## config.mk

```make
export PLATFORM = sky130hd
export DESIGN_NAME = endian_word_access_unit
export DESIGN_NICKNAME = d
export VERILOG_FILES = /design/src/rtl/core/ewa_pkg.sv /design/src/rtl/core/ewa_align.sv /design/src/rtl/core/endian_word_access_unit.sv
export SDC_FILE = /design/constraint.sdc
export NUM_CORES = 1
export LEC_CHECK = 0
export ABC_CLOCK_PERIOD_IN_PS = 22200
export BUFFER_PORTS_ARGS = -buffer_cell sky130_fd_sc_hd__buf_2
export CORE_ASPECT_RATIO = 0.7
export CORE_MARGIN = 2
export CORE_UTILIZATION = 50
export DETAILED_ROUTE_END_ITERATION = 10
export PLACE_DENSITY = 0.69
export SLEW_MARGIN = 20
export SYNTH_ARGS = -nofsm -noshare
export SYNTH_HDL_FRONTEND = slang
export SYNTH_HIERARCHICAL = 1
export SYNTH_SLANG_ARGS = --single-unit
```

## constraint.sdc

```tcl
create_clock -name i_clk -period 22.2 [get_ports i_clk]
set_clock_uncertainty 0.2 [all_clocks]
set_input_delay 1.11 -clock i_clk [delete_from_list [all_inputs] [get_ports i_clk]]
set_output_delay 1.11 -clock i_clk [all_outputs]
set_load 0.01 [all_outputs]
```

## src/rtl/core/ewa_pkg.sv

```systemverilog
package ewa_pkg;

    localparam int WORD_BYTES = 8;

    // command codes
    localparam logic [1:0] CMD_RD_U = 2'd0;
    localparam logic [1:0] CMD_RD_S = 2'd1;
    localparam logic [1:0] CMD_WR   = 2'd2;

    // byte orders
    localparam logic [1:0] ORD_LITTLE   = 2'd0;
    localparam logic [1:0] ORD_BIG      = 2'd1;
    localparam logic [1:0] ORD_PDP      = 2'd2;
    localparam logic [1:0] ORD_ANTI_PDP = 2'd3;

    typedef struct packed {
        logic [1:0]  cmd;
        logic [1:0]  byte_order;
        logic [3:0]  size_bytes;
        logic [3:0]  avail_bytes;
        logic [63:0] data_in;
        logic [63:0] value_in;
    } t_req;

    typedef struct packed {
        logic [7:0]  byte_enable;
        logic [63:0] bytes_out;
        logic [63:0] value_out;
    } t_rsp;

    // Memory byte idx -> word lane. Results outside 0..size-1 mean the byte
    // has no home in the word.
    function automatic logic signed [5:0] lane_map(
        input logic [1:0] order,
        input logic [3:0] size,
        input logic [3:0] idx
    );
        logic signed [5:0] s;
        logic signed [5:0] x;
        logic signed [5:0] sw;
        s  = signed'({2'b00, size});
        x  = signed'({2'b00, idx});
        sw = x ^ 6'sd1;
        case (order)
            ORD_LITTLE: lane_map = x;
            ORD_BIG:    lane_map = s - x - 6'sd1;
            ORD_PDP:    lane_map = (size > 4'd1) ? (s - sw - 6'sd1) : x;
            default:    lane_map = (size > 4'd1) ? sw : x;
        endcase
    endfunction

    // Word lane -> source memory byte, the inverse of lane_map. Only the
    // PDP-11 order with an odd size differs from lane_map itself. A result
    // at or above the byte count means the lane has no source.
    function automatic logic signed [5:0] lane_src(
        input logic [1:0] order,
        input logic [3:0] size,
        input logic [3:0] lane
    );
        logic signed [5:0] s;
        logic signed [5:0] x;
        s = signed'({2'b00, size});
        x = signed'({2'b00, lane});
        case (order)
            ORD_PDP: lane_src = (size > 4'd1) ? ((s - x - 6'sd1) ^ 6'sd1) : x;
            default: lane_src = lane_map(order, size, lane);
        endcase
    endfunction

endpackage

```

## src/rtl/core/ewa_align.sv

```systemverilog
module ewa_align
    import ewa_pkg::*;
#(
    parameter int MAX_BYTES = 8
) (
    input  t_req i_req,
    output t_rsp o_rsp
);

    logic [3:0]       size_eff;
    logic [3:0]       avail_eff;
    logic [7:0]       data_lane  [WORD_BYTES];
    logic [7:0]       value_lane [WORD_BYTES];
    logic [7:0]       rd_lane    [WORD_BYTES];
    logic [2:0]       sign_lane;
    logic             sign_bit;
    logic             do_ext;
    logic             is_rd;
    logic             is_wr;
    logic [63:0]      rd_word;
    logic [63:0]      wr_word;
    logic [7:0]       wr_be;

    assign size_eff  = (i_req.size_bytes > 4'(MAX_BYTES)) ? 4'(MAX_BYTES) : i_req.size_bytes;
    assign avail_eff = (i_req.avail_bytes > size_eff) ? size_eff : i_req.avail_bytes;
    assign is_rd     = (i_req.cmd == CMD_RD_U) || (i_req.cmd == CMD_RD_S);
    assign is_wr     = (i_req.cmd == CMD_WR);

    always_comb begin
        for (int k = 0; k < WORD_BYTES; k++) begin
            data_lane[k]  = i_req.data_in[8*k +: 8];
            value_lane[k] = i_req.value_in[8*k +: 8];
        end
    end

    // read: each lane pulls from its source memory byte
    always_comb begin
        logic signed [5:0] src;
        for (int l = 0; l < WORD_BYTES; l++) begin
            src = lane_src(i_req.byte_order, size_eff, 4'(l));
            rd_lane[l] = 8'h00;
            if ((4'(l) < size_eff) && (src >= 6'sd0) && (src < signed'({2'b00, avail_eff})))
                rd_lane[l] = data_lane[src[2:0]];
        end
    end

    assign sign_lane = 3'(size_eff - 4'd1);
    assign sign_bit  = rd_lane[sign_lane][7];
    assign do_ext    = (i_req.cmd == CMD_RD_S) && (size_eff != 4'd0)
                       && (size_eff < 4'(WORD_BYTES)) && sign_bit;

    always_comb begin
        for (int l = 0; l < WORD_BYTES; l++) begin
            if (do_ext && (4'(l) >= size_eff))
                rd_word[8*l +: 8] = 8'hFF;
            else
                rd_word[8*l +: 8] = rd_lane[l];
        end
    end

    // write: each present memory byte takes its value lane
    always_comb begin
        logic signed [5:0] off;
        for (int i = 0; i < WORD_BYTES; i++) begin
            off = lane_map(i_req.byte_order, size_eff, 4'(i));
            wr_word[8*i +: 8] = 8'h00;
            wr_be[i]          = 1'b0;
            if ((4'(i) < avail_eff) && (off >= 6'sd0) && (off < signed'({2'b00, size_eff})))
            begin
                wr_word[8*i +: 8] = value_lane[off[2:0]];
                wr_be[i]          = 1'b1;
            end
        end
    end

    assign o_rsp.value_out   = is_rd ? rd_word : 64'd0;
    assign o_rsp.bytes_out   = is_wr ? wr_word : 64'd0;
    assign o_rsp.byte_enable = is_wr ? wr_be : 8'd0;

endmodule

```

## src/rtl/core/endian_word_access_unit.sv

```systemverilog
// Byte-lane alignment for loads and stores in little, big, PDP-11 and
// anti-PDP-11 byte order, word sizes 1..MAX_BYTES bytes.
// Slave channel s_axis: one access per transfer. tuser carries the command
// (read unsigned, read signed, write) and the byte order; tdata carries
// size, available byte count, the memory bytes and the value to store.
// Master channel m_axis: one result per access, the assembled (zero or
// sign extended) read value, the written memory bytes and byte enables.
// The input transfer is loaded into the input register; the result
// register, loaded from the lane muxes, drives m_axis.
// Throughput: one access per cycle while m_axis_tready is high; each
// register reloads in the cycle it is drained, and the lane muxes are
// combinational between the registers.
// s_axis_tready stays high while the input register is empty or can move
// on, so a stalled receiver backs up at most two accesses before
// tready drops. Nothing is lost or repeated under stall.
// Reset (i_rst_n low, synchronous) empties both registers; no other state.
module endian_word_access_unit
    import ewa_pkg::*;
#(
    parameter int MAX_BYTES = 8
) (
    input  logic         i_clk,
    input  logic         i_rst_n,
    input  logic         s_axis_tvalid,
    output logic         s_axis_tready,
    // [3:0] size_bytes, [7:4] avail_bytes, [71:8] data_in, [135:72] value_in
    input  logic [135:0] s_axis_tdata,
    // [1:0] cmd, [3:2] byte_order
    input  logic [3:0]   s_axis_tuser,
    output logic         m_axis_tvalid,
    input  logic         m_axis_tready,
    // [63:0] value_out, [127:64] bytes_out, [135:128] byte_enable
    output logic [135:0] m_axis_tdata
);

    t_req r_req;
    t_req n_req;
    logic r_req_vld;
    t_rsp r_rsp;
    t_rsp rsp;
    logic r_rsp_vld;
    logic out_adv;
    logic in_adv;

    assign out_adv       = !r_rsp_vld || m_axis_tready;
    assign in_adv        = !r_req_vld || out_adv;
    assign s_axis_tready = in_adv;

    assign n_req.cmd         = s_axis_tuser[1:0];
    assign n_req.byte_order  = s_axis_tuser[3:2];
    assign n_req.size_bytes  = s_axis_tdata[3:0];
    assign n_req.avail_bytes = s_axis_tdata[7:4];
    assign n_req.data_in     = s_axis_tdata[71:8];
    assign n_req.value_in    = s_axis_tdata[135:72];

    ewa_align #(
        .MAX_BYTES(MAX_BYTES)
    ) u_align (
        .i_req(r_req),
        .o_rsp(rsp)
    );

    always_ff @(posedge i_clk) begin
        if (!i_rst_n) begin
            r_req_vld <= 1'b0;
            r_rsp_vld <= 1'b0;
        end else begin
            if (in_adv)
                r_req_vld <= s_axis_tvalid;
            if (out_adv)
                r_rsp_vld <= r_req_vld;
        end
    end

    always_ff @(posedge i_clk) begin
        if (in_adv && s_axis_tvalid)
            r_req <= n_req;
        if (out_adv && r_req_vld)
            r_rsp <= rsp;
    end

    assign m_axis_tvalid = r_rsp_vld;
    assign m_axis_tdata  = {r_rsp.byte_enable, r_rsp.bytes_out, r_rsp.value_out};

endmodule
```

== Word level (Yosys, flattened, before mapping) ==
Cells that the tools add are included.

* Register bits after elaboration: 278
* Bits of input ports: 144
* Logic and storage cells: 325
* Output and inout bits: 138

* Muxes and demuxes: 125
* $lt $le $gt $ge: 77
* Equal/unequal tests: 4
* Bitwise gates (word level): 25
* Reduce and logical (&&, ||, !) cells: 61
* $add $sub $neg: 15

{| class="wikitable"
|+ Operators by type and width
! kind !! count
|-
| $bmux 8 s3 || 17
|-
| $mux 8 || 50
|-
| $mux 6 || 24
|-
| $pmux 6 s3 || 8
|-
| $ge 6x1->1 const B || 16
|-
| $lt 6x5->1 || 16
|-
| $pmux 6 s2 || 8
|-
| $ge 4x4->1 const B || 17
|-
| $not 3->4 || 17
|-
| $logic_and 1x1->1 || 45
|-
| $sub 6x2->6 const B || 6
|-
| $lt 3x4->1 const A || 8
|-
| $sub 4x3->5 const B || 4
|-
| $ge 3x4->1 const A || 4
|-
| $lt 1x4->1 const A || 4
|-
| $lt 2x4->1 const A || 4
|-
| $mux 1 || 16
|-
| $reduce_and 2->1 || 8
|-
| $sub 4x2->5 const B || 2
|-
| $ge 1x4->1 const A || 2
|-
| $ge 2x4->1 const A || 2
|-
| $mux 4 || 2
|-
| $not 1->1 || 8
|-
| $sub 5x2->6 const B || 1
|-
| other kinds (12) || 18
|}

== Logic depth before layout (Yosys ltp) ==
Gate-level depths: netlist (run 1).

* Depth after elaboration: 18
* Gate-level depth with buffers: 25
* Depth with buffers taken out: 18

== By module ==
The synthesis (run 1) kept the hierarchy.

{| class="wikitable"
|+ Modules (own cells, without submodules)
! module !! instances !! area an instance (um^2) !! cells an instance !! seq. area each (um^2)
|-
| endian_word_access_unit || 1 || 8391.8 || 285 || 8328.0
|-
| ewa_align || 1 || 7455.9 || 1046 || 0.0
|}

== Least setup slack after synthesis (run 1) ==
Ideal clock, no wire load.

* Path kind: input to register
* From: in m_axis_tready
* To: reg r_req[0] (netlist name), enable pin
* Data required time: 21.314 ns
* Cell stages on the path: 2
* Setup time: 0.686 ns
* Data arrival time: 7.909 ns
* Path slack: 13.405 ns
* Cells stage by stage: nor2b_4 > a21oi_1

* Word-level cells in the longest chain between the ends: 3

{| class="wikitable"
|+ Ends and longest elaborated chain
! item !! RTL line !! RTL
|-
| start: declaration || endian_word_access_unit.sv:31 || <nowiki>input logic m_axis_tready,</nowiki>
|-
| $logic_or 1x1->1 || endian_word_access_unit.sv:45 || <nowiki>assign out_adv = !r_rsp_vld || m_axis_tready;</nowiki>
|-
| $logic_or 1x1->1 || endian_word_access_unit.sv:46 || <nowiki>assign in_adv = !r_req_vld || out_adv;</nowiki>
|-
| $logic_and 1x1->1 || endian_word_access_unit.sv:76 || <nowiki>if (in_adv && s_axis_tvalid)</nowiki>
|-
| end signal: assignment || endian_word_access_unit.sv:77 || <nowiki>r_req <= n_req;</nowiki>
|-
| end: declaration || endian_word_access_unit.sv:36 || <nowiki>t_req r_req;</nowiki>
|}

No other way between the ends.
A chain may end at the register's enable or synchronous reset.

== Final worst setup path (run 1) ==
* From: reg r_req[134] (netlist name)
* To: reg r_rsp (netlist bit m_axis_tdata[29]) (data pin)

* Word-level cells in the longest chain between the ends: 18

{| class="wikitable"
|+ Ends and longest elaborated chain
! item !! RTL line !! RTL
|-
| $gt 4x4->1 || ewa_align.sv:24 || <nowiki>assign size_eff = (i_req.size_bytes > 4'(MAX_BYTES)) ? 4'(MAX_BYTES) : i_req.size_bytes;</nowiki>
|-
| $mux 4 (*) || ewa_align.sv:24 ||
|-
| branches (longest 15 deep; another with $sub 6x2->6) || - ||
|-
| $mux 8 (*) || ewa_align.sv:54 || <nowiki>if (do_ext && (4'(l) >= size_eff))</nowiki>
|-
| end signal: assignment || endian_word_access_unit.sv:79 || <nowiki>r_rsp <= rsp;</nowiki>
|-
| end: declaration || endian_word_access_unit.sv:39 || <nowiki>t_rsp r_rsp;</nowiki>
|}

Mark *: on every way between the ends. The select of a mux whose other input is x is not followed.

==> results of run 1 <==
sequential cells by signal, summed over array words and instances (netlist names):
| signal | flops |
|---|---|
| m_axis_tvalid | 1 |
| r_req | 140 |
| r_req_vld | 1 |
| m_axis_tdata | 136 |
metrics by stage:
step	instances	area, um^2	worst slack (ns)
after floorplan	1331	15800	13.40
after global placement	1982	17600	15.54
after detailed placement	1982	17600	15.31
after CTS	2034	18600	15.26
after global routing	2039	18700	14.66
final	2039	18700	15.14
synth_stat cells (12+ instances only):
| cell | instances | share of area, % |
|---|---|---|
| clkbuf_1 | 26 | 0.62 |
| a21o_1 | 12 | 0.57 |
| o21ai_0 | 30 | 0.95 |
| nor2_1 | 30 | 0.71 |
| nand3_1 | 23 | 0.73 |
| edfxtp_1 | 276 | 52 |
| ha_1 | 59 | 4.7 |
| a21oi_1 | 101 | 3.2 |
| o2bb2ai_1 | 22 | 1.2 |
| inv_1 | 24 | 0.57 |
| buf_2 | 28 | 0.88 |
| nand2_1 | 184 | 4.4 |
| mux2i_1 | 298 | 19 |
| o22ai_1 | 33 | 1.3 |
worst max-delay path: stages, from the launching register on:
cell and delay (ns):
edfxtp_1 0.57, nor2b_1 0.68, inv_1 0.55, ha_1 0.41, ha_1 0.29, a221oi_2 0.26
buf_4 0.24, nor2_1 0.06, buf_4 0.21, nor2_1 0.70, inv_2 0.27, ha_1 0.37
a21o_1 0.17, a21oi_1 0.15, o211ai_1 0.13, a2111oi_2 0.44, o221ai_1 0.18, nand2_1 0.78
o2bb2ai_1 0.22
cell families after synthesis:
logic type / synth area share [%]
AOI/OAI and AO/OA: 11.6
xor gates and xnor gates: 0.387
adders and majority gates: 4.66
buffers and inverters: 3.23
DFF: 52.6
muxes: 19.1
and+or+nand+nor: 8.51
metal layers:
layer	GRT usage, %	vias up
li1	-	5578
met1	44.9	6002
met5	0	-
met2	39.7	667
met4	6.56	0
met3	10.2	84
worst max path at each step:
| stage | slack, ns | depth (start not counted) | endpoint |
|---|---|---|---|
| final | 15.14 | 18 | m_axis_tdata[29] |
| after global routing | 14.66 | 16 | m_axis_tdata[29] |
| after CTS | 15.26 | 19 | m_axis_tdata[29] |
| after detailed placement | 15.31 | 18 | m_axis_tdata[38] |
| after global placement | 15.54 | 19 | m_axis_tdata[29] |
| after floorplan | 13.40 | 2 | r_req[0] |
area by class of cell:
cell class | count | area share (%)
flip-flops and latches | 278 | 44.6
multi-input cells | 943 | 37.8
repair buffers | 306 | 8.64
clock buffers | 32 | 3.83
well taps | 420 | 2.81
clock inverters | 20 | 1.49
inverters | 36 | 0.737
diodes | 4 | 0.0536
power by group through the flow:
| stage | registers [mW] | clock network (mW) | logic (mW) |
|---|---|---|---|
| 2_1_floorplan | 0.654 | 0 | 0.209 |
| 3_3_place_gp | 0.645 | 0 | 0.323 |
| 3_5_place_dp | 0.645 | 0 | 0.328 |
| 4_1_cts | 0.634 | 0.522 | 0.329 |
| 5_1_grt | 0.637 | 0.541 | 0.363 |
| 6_report | 0.634 | 0.513 | 0.340 |
==> results_dict.tcl, run 1 <==
set metrics [dict create \
    status "finished, final reports clean" \
    clkPwrFrac_pct 34.5 \
    peakVddDrop_v 0.0000629 \
    rows 54 \
    grtUsageTotal_pct 29.4 \
    ioPinCount 282 \
    die_h_um 153 \
    cts-root-buf "clkbuf_16" \
    path_clk_slew_ns 0.07 \
    hp-class "reg -> reg" \
    cts_resized 0 \
    initial_core_util_pct 50.9 \
    hold_path.startpoint "m_axis_tvalid" \
    worstHoldEndpoint "r_req_vld" \
    synth_top_flop_cell "edfxtp_1" \
    grt_max_degree 80 \
    cp-end-kind "register" \
    final-setup-viol-count 0 \
    die_w_um 217 \
    wl_met2_um 19900 \
    synth-seq-cells 278 \
    tns_ns 0 \
    multi_input_area_um2 7060 \
    clk_path_buf_depth 3 \
    switching_share_pct 30.0 \
    critPathLaunchType "register" \
    cts_setup_buffers 0 \
    p_switching_uw 446 \
    required_ns 22.41 \
    synth_edf_count 276 \
    p_per_area_nw_per_um2 79.6 \
    yosysWarnings 6 \
    finalPower_mw 1.49 \
    drtIter0Drc 1354 \
    maxCapViolCount 0 \
    dr.pass1.iters 6 \
    antenna_found_initial 5 \
    drt_wl_total_um 49500 \
    rsz0062_at_grt "false" \
    synth_cell_type_count 78 \
    wl_met3_um 6020 \
    grt_overflow 0 \
    cts_made_buffers 28 \
    worstPathMaxFanout 23 \
    period_needed_ns 7.06 \
    max_freq_ghz 0.142 \
    combPwrFrac_pct 22.9 \
    p_int_mw 1.04 \
    layout-drive-gt1-share_pct 24.1 \
    syn2layout_area_growth_pct 17.8 \
    via_per_inst 6.05 \
    grt_pass1_vias 11700 \
    port-buffer-count 281 \
    pwr-share-seq_pct 42.6 \
    r2r_cells 18 \
    seq_area_frac_synth_pct 52.6 \
    rrSetupSlack_ns 15.14 \
    drc_errors 0 \
    vias 12300 \
    whs_path_depth 2 \
    crit_arrival_ns 7.27 \
    hold_buffers 0 \
    tightest_slew_ns 1.04 \
    grt_pass1_wl_um 73000 \
    final_max_slew_viol_count 0 \
    die-area_um2 33200 \
    whs_ns 0.334 \
    hold_viol_final 0 \
    crit_path_start "r_req[134]" \
    cts_tree "yes" \
    ant_nets 0 \
    place_hpwl_um 36700 \
    slew_headroom_pct 30.2 \
    syn_avg_cell_area_um2 11.9 \
    clock_latency_ns 0.58 \
    core_area_um2 31100 \
    p_leak_nw 7.91 \
    top_layer_used "met4" \
    netlist_area_um2 15800 \
    layout_commonest_cell "mux2i_1" \
    syn_nets 1534 \
    wl_per_cell_um 24.3 \
    seqCellArea_um2 8330 \
    cts_htree_levels 1 \
    critPathKind "reg -> reg" \
    met1Wirelength_um 22500 \
    synth-async-reset-ratio_pct 0 \
    cts_sinks 278 \
    post-route-util_pct 60.0 \
    fillCellCount 2578 \
    gp_congestion 0.988 \
    reg2reg_from "r_req[134]" \
    final_cell_mix "298 x mux2i_1, 281 x buf_2, 276 x edfxtp_1, 183 x nand2_1, 100 x a21oi_1" \
    post-route-period-util_pct 31.8 \
    final_nets 1796 \
    syn_inst 1331 \
    r2r_end "m_axis_tdata[29]" \
]
No activity file was read; power rests on OpenSTA's default activity.
==> run 2, diff against run 1 <==
- ABC_CLOCK_PERIOD_IN_PS: 22200 -> 6500
- clock period: 22.2 -> 6.5 ns (I/O delays scaled with it)
==> run 2 against run 1 <==
Total power rose to 3.5 times the previous value. Global-route usage is 2.7 points higher. Clock-buffer cell count is 2 lower. Routed wire length increased by 8.3%. Via count increased by 6.5%. Maximum frequency increased by 27%. Worst setup slack worse by 14 ns. Critical endpoint is now m_axis_tdata[47].
==> results_dict.tcl, run 2 (synthesis results as in run 1) <==
set metrics [dict create \
    drtIter0Drc 1627 \
    grt_pass1_wl_um 79300 \
    crit_end "m_axis_tdata[47]" \
    cp-end-kind "register" \
    max_freq_ghz 0.180 \
    hold_viol_final 0 \
    grt_overflow 0 \
    fin_cells 2213 \
    core_area_um2 31100 \
    tns_ns 0 \
    status "finished, final reports clean" \
    post-route-util_pct 65.2 \
    gp_congestion 1.01 \
    cts_tree "yes" \
    busiest_layer "met1" \
    placedCellCount 2014 \
    hold_buffers 144 \
    dr.pass1.iters 6 \
    cts_resized 0 \
    vias 13100 \
    maxCapViolCount 0 \
    crit_path_start "r_req[135]" \
    layout_commonest_cell "mux2i_1" \
    initial_core_util_pct 50.9 \
    largest-register "r_req" \
    path_clk_slew_ns 0.06 \
    peakVddDrop_v 0.000207 \
    grt_max_degree 73 \
    final-setup-viol-count 0 \
    clk_path_buf_depth 3 \
    whs_ns 0.255 \
    port-buffer-count 281 \
    use_met2_pct 45.0 \
    grtUsageTotal_pct 32.0 \
    worstPathMaxFanout 13 \
    period_needed_ns 5.56 \
    hp-class "in -> reg" \
    final_cell_mix "298 x mux2i_1, 281 x buf_2, 276 x edfxtp_1, 183 x nand2_1, 144 x dlygate4sd3_1" \
    via_per_inst 5.93 \
    drt_wl_total_um 53600 \
    multi_input_area_um2 7060 \
    die-area_um2 33200 \
    crit_arrival_ns 5.64 \
    fillCellCount 2350 \
    cts_made_buffers 27 \
    antenna_found_initial 5 \
    rsz0062_at_grt "false" \
    ant_nets 0 \
    met1_usage_pct 48.5 \
    place_hpwl_um 38400 \
    wl_per_cell_um 24.2 \
    cts-root-buf "clkbuf_16" \
    critPathLaunchType "register" \
    ioPinCount 282 \
    p_leak_nw 8.65 \
    die_h_um 153 \
    grt_pass1_vias 12600 \
    rows 54 \
    cts_sinks 278 \
    tightest_slew_ns 1.08 \
    p_per_area_nw_per_um2 255 \
    critPathKind "reg -> reg" \
    cts_setup_buffers 0 \
    cts_htree_levels 1 \
    layout-drive-gt1-share_pct 23.8 \
    r2r_end "m_axis_tdata[47]" \
    final_max_slew_viol_count 0 \
    slew_headroom_pct 27.7 \
    reg2reg_from "r_req[135]" \
    die_w_um 217 \
    clock_latency_ns 0.58 \
    drc_errors 0 \
    seqCellArea_um2 8330 \
    required_ns 6.58 \
    r2r_cells 17 \
    use_met3_pct 9.89 \
    final_nets 1970 \
    largest_reg_flops 140 \
    rrSetupSlack_ns 0.94 \
    syn2layout_area_growth_pct 28.1 \
    post-route-period-util_pct 85.6 \
]
run 2: cell types whose count changed in the layout (fill, tap and decap cells not counted), sizes merged:
cell and delta:
buf +31, clkbuf -2, clkinv -2, clkinvlp +2, diode +1, dlygate4sd3 +144
run 2: routing by layer:
layer	share of wire [%]	vias to the layer above	wire (um)
met5	0.022	-	12
met4	2.2	2	1170
met1	44	6374	23600
li1	-	5928	-
met2	41	741	22200
met3	12	86	6690
run 2: how the worst min path moves through the flow:
stage / from / end / slack, ns / cells past startpoint
CTS: s_axis_tdata[68] / r_req[124] / 0.23 / 2
finish: s_axis_tdata[37] / r_req[93] / 0.25 / 2
global route: s_axis_tdata[56] / r_req[112] / 0.25 / 2
floorplan: s_axis_tdata[72] / r_req[0] / 0.22 / 0
detailed placement: s_axis_tdata[22] / r_req[78] / 0.30 / 1
global placement: s_axis_tdata[20] / r_req[76] / 0.30 / 1
run 2: stage by stage:
stage	setup slack (ns)	total power, mW	cell area (um^2)
global route	0.527	5.35	20300
detailed placement	1.15	3.35	17900
finish	0.936	5.17	20300
CTS	1.12	5.14	20300
global placement	1.27	3.34	17900
floorplan	1.28	2.94	15900
run 2: critical path, cell delays in order (launching register included):
cell and delay [ns]:
edfxtp_1 0.55, nor2b_1 0.16, buf_4 0.20, inv_1 0.14
ha_1 0.32, o211ai_1 0.19, a21oi_1 0.48, mux2i_1 0.24
buf_4 0.25, ha_1 0.28, a21oi_1 0.13, nor2b_1 0.05
a2111oi_0 0.38, o21ai_0 0.22, o41ai_1 0.29, o221ai_1 0.17
and2_1 0.35, o21ai_0 0.66
run 2: where the power goes:
| part | internal (mW) | switching, mW | total, mW |
|---|---|---|---|
| Combinational | 0.482 | 0.788 | 1.27 |
| Clock | 1.02 | 0.720 | 1.74 |
| Sequential | 2.11 | 0.0517 | 2.16 |
run 2: layout make-up:
class                   count  area share, %
well taps                 420           2.59
diodes                      5         0.0616
inverters                  36          0.678
flip-flops and latches    278           41.0
repair buffers            481           16.1
clock inverters            20           1.34
multi-input cells         943           34.8
clock buffers              30           3.43
==> run 3, diff against run 2 <==
- CORE_MARGIN: 2 -> 3
- CTS_CLUSTER_DIAMETER: default -> 200
- MAX_ROUTING_LAYER: default -> met4
==> run 3 against run 2 <==
Clock power is 11% lower. Total power is 4.3% lower. Combinational power hardly changed. Worst setup slack better by 0.0027 ns. Critical path depth is 5 higher. Largest power group unchanged.
==> results_dict.tcl, run 3 (synthesis results as in run 1) <==
set metrics [dict create \
    grt_overflow 0 \
    p_leak_nw 8.51 \
    status "finished, final reports clean" \
    peakVddDrop_v 0.000237 \
    multi_input_area_um2 7060 \
    wl_per_cell_um 24.2 \
    final_max_slew_viol_count 0 \
    cts_htree_levels 1 \
    final-setup-viol-count 0 \
    crit_arrival_ns 5.65 \
    post-route-period-util_pct 85.6 \
    largest_reg_flops 140 \
    slew_headroom_pct 21.8 \
    path_clk_slew_ns 0.06 \
    hold_viol_final 0 \
    p_per_area_nw_per_um2 247 \
    layout-drive-gt1-share_pct 22.5 \
    hold_buffers 144 \
    fillCellCount 2359 \
    port-buffer-count 281 \
    cts-root-buf "clkbuf_16" \
    place_area_um2 17700 \
    core_area_um2 30600 \
    final_area_um2 20000 \
    critPathLaunchType "register" \
    worstPathMaxFanout 23 \
    grt_pass1_wl_um 77500 \
    rows 53 \
    dr.pass1.iters 6 \
    period_needed_ns 5.56 \
    die-area_um2 33900 \
    max_freq_ghz 0.180 \
    pre_cts_slack_ns 1.09 \
    setup_slack_ns 0.939 \
    place_hpwl_um 37700 \
    cts_sinks 278 \
    grtUsageTotal_pct 31.4 \
    hp-class "in -> reg" \
    cp-end-kind "register" \
    clock_latency_ns 0.57 \
    grt_max_degree 79 \
    cts_made_buffers 26 \
    gp_congestion 0.994 \
    cts_tree "yes" \
    tns_ns 0 \
    cts_resized 0 \
    critPathKind "reg -> reg" \
    seqCellArea_um2 8330 \
    initial_core_util_pct 51.7 \
    required_ns 6.59 \
    vias 12900 \
    drt_wl_total_um 52700 \
    rsz0062_at_grt "false" \
    drc_errors 0 \
    die_h_um 155 \
    syn2layout_area_growth_pct 26.4 \
    ant_nets 0 \
    clk_path_buf_depth 3 \
    final_cell_mix "297 x mux2i_1, 281 x buf_2, 276 x edfxtp_1, 183 x nand2_1, 144 x dlygate4sd3_1" \
    tightest_slew_ns 1.17 \
    layout_commonest_cell "mux2i_1" \
    via_per_inst 5.92 \
    drtIter0Drc 1696 \
    grt_pass1_vias 12500 \
    finalPower_mw 4.95 \
    largest-register "r_req" \
    die_w_um 219 \
    cts_setup_buffers 0 \
    final_nets 1950 \
    maxCapViolCount 0 \
    antenna_found_initial 2 \
    ioPinCount 282 \
]
==> run 3: cell types whose count changed in the layout (fill, tap and decap cells not counted), sizes merged <==
cell	delta
clkinv	+5
diode	-3
buf	-19
clkinvlp	-2
clkbuf	-1
bufinv	-3
inv	-1
==> run 3: area by class of cell <==
class                   count  area share [%]
diodes                      2          0.0250
clock buffers              29            3.30
clock inverters            19           0.962
inverters                  36           0.687
multi-input cells         943            35.2
flip-flops and latches    278            41.6
well taps                 412            2.57
repair buffers            462            15.7
==> run 3: path summary, 6_finish.rpt <==
check,cells after the start,start,endpoint,slack (ns)
min reg2reg,1,r_req_vld,m_axis_tdata[97],0.55
min,3,m_axis_tready,m_axis_tdata[97],0.12
max reg2reg,22,r_req[134],m_axis_tdata[62],0.94
max,22,r_req[134],m_axis_tdata[62],0.94
==> run 3: layer usage <==
layer | part of all wire, % | global-route usage, % | wire length (um) | vias to the layer above
li1 | - | - | - | 5892
met1 | 43 | 45.2 | 22700 | 6280
met2 | 42 | 43.2 | 22000 | 673
met3 | 13 | 11.1 | 6840 | 73
met4 | 2.2 | 5.98 | 1140 | 0
met5 | 0 | - | 0 | -
==> run 3: report_power, final <==
part	switching [mW]	total [mW]	internal, mW
clock	0.688	1.55	0.858
sequential	0.0537	2.16	2.11
combinational	0.769	1.24	0.470
==> run 3: stage by stage <==
| stage | util, % | instances | hold slack (ns) |
|---|---|---|---|
| finish | 65.4 | 2181 | 0.124 |
| global route | 65.4 | 2181 | 0.116 |
| CTS | 65.4 | 2179 | 0.103 |
| detailed placement | 57.9 | 1987 | 0.303 |
| global placement | 57.9 | 1987 | 0.301 |
| floorplan | - | 1331 | 0.224 |
==> run 3: worst max-delay path: stages, from the launching register on <==
cell and delay [ns]:
edfxtp_1 0.58, nor2b_1 0.19, buf_4 0.19, inv_1 0.11, buf_4 0.21, ha_1 0.26, ha_1 0.28, a221oi_2 0.30
buf_4 0.25, o21ai_2 0.06, buf_4 0.24, inv_2 0.41, ha_1 0.26, a21o_1 0.12, a21oi_1 0.06, nand2_1 0.08
a21oi_1 0.06, o211ai_1 0.12, a21oi_1 0.08, o32ai_1 0.29, and2_1 0.51, buf_12 0.23, o21ai_0 0.15
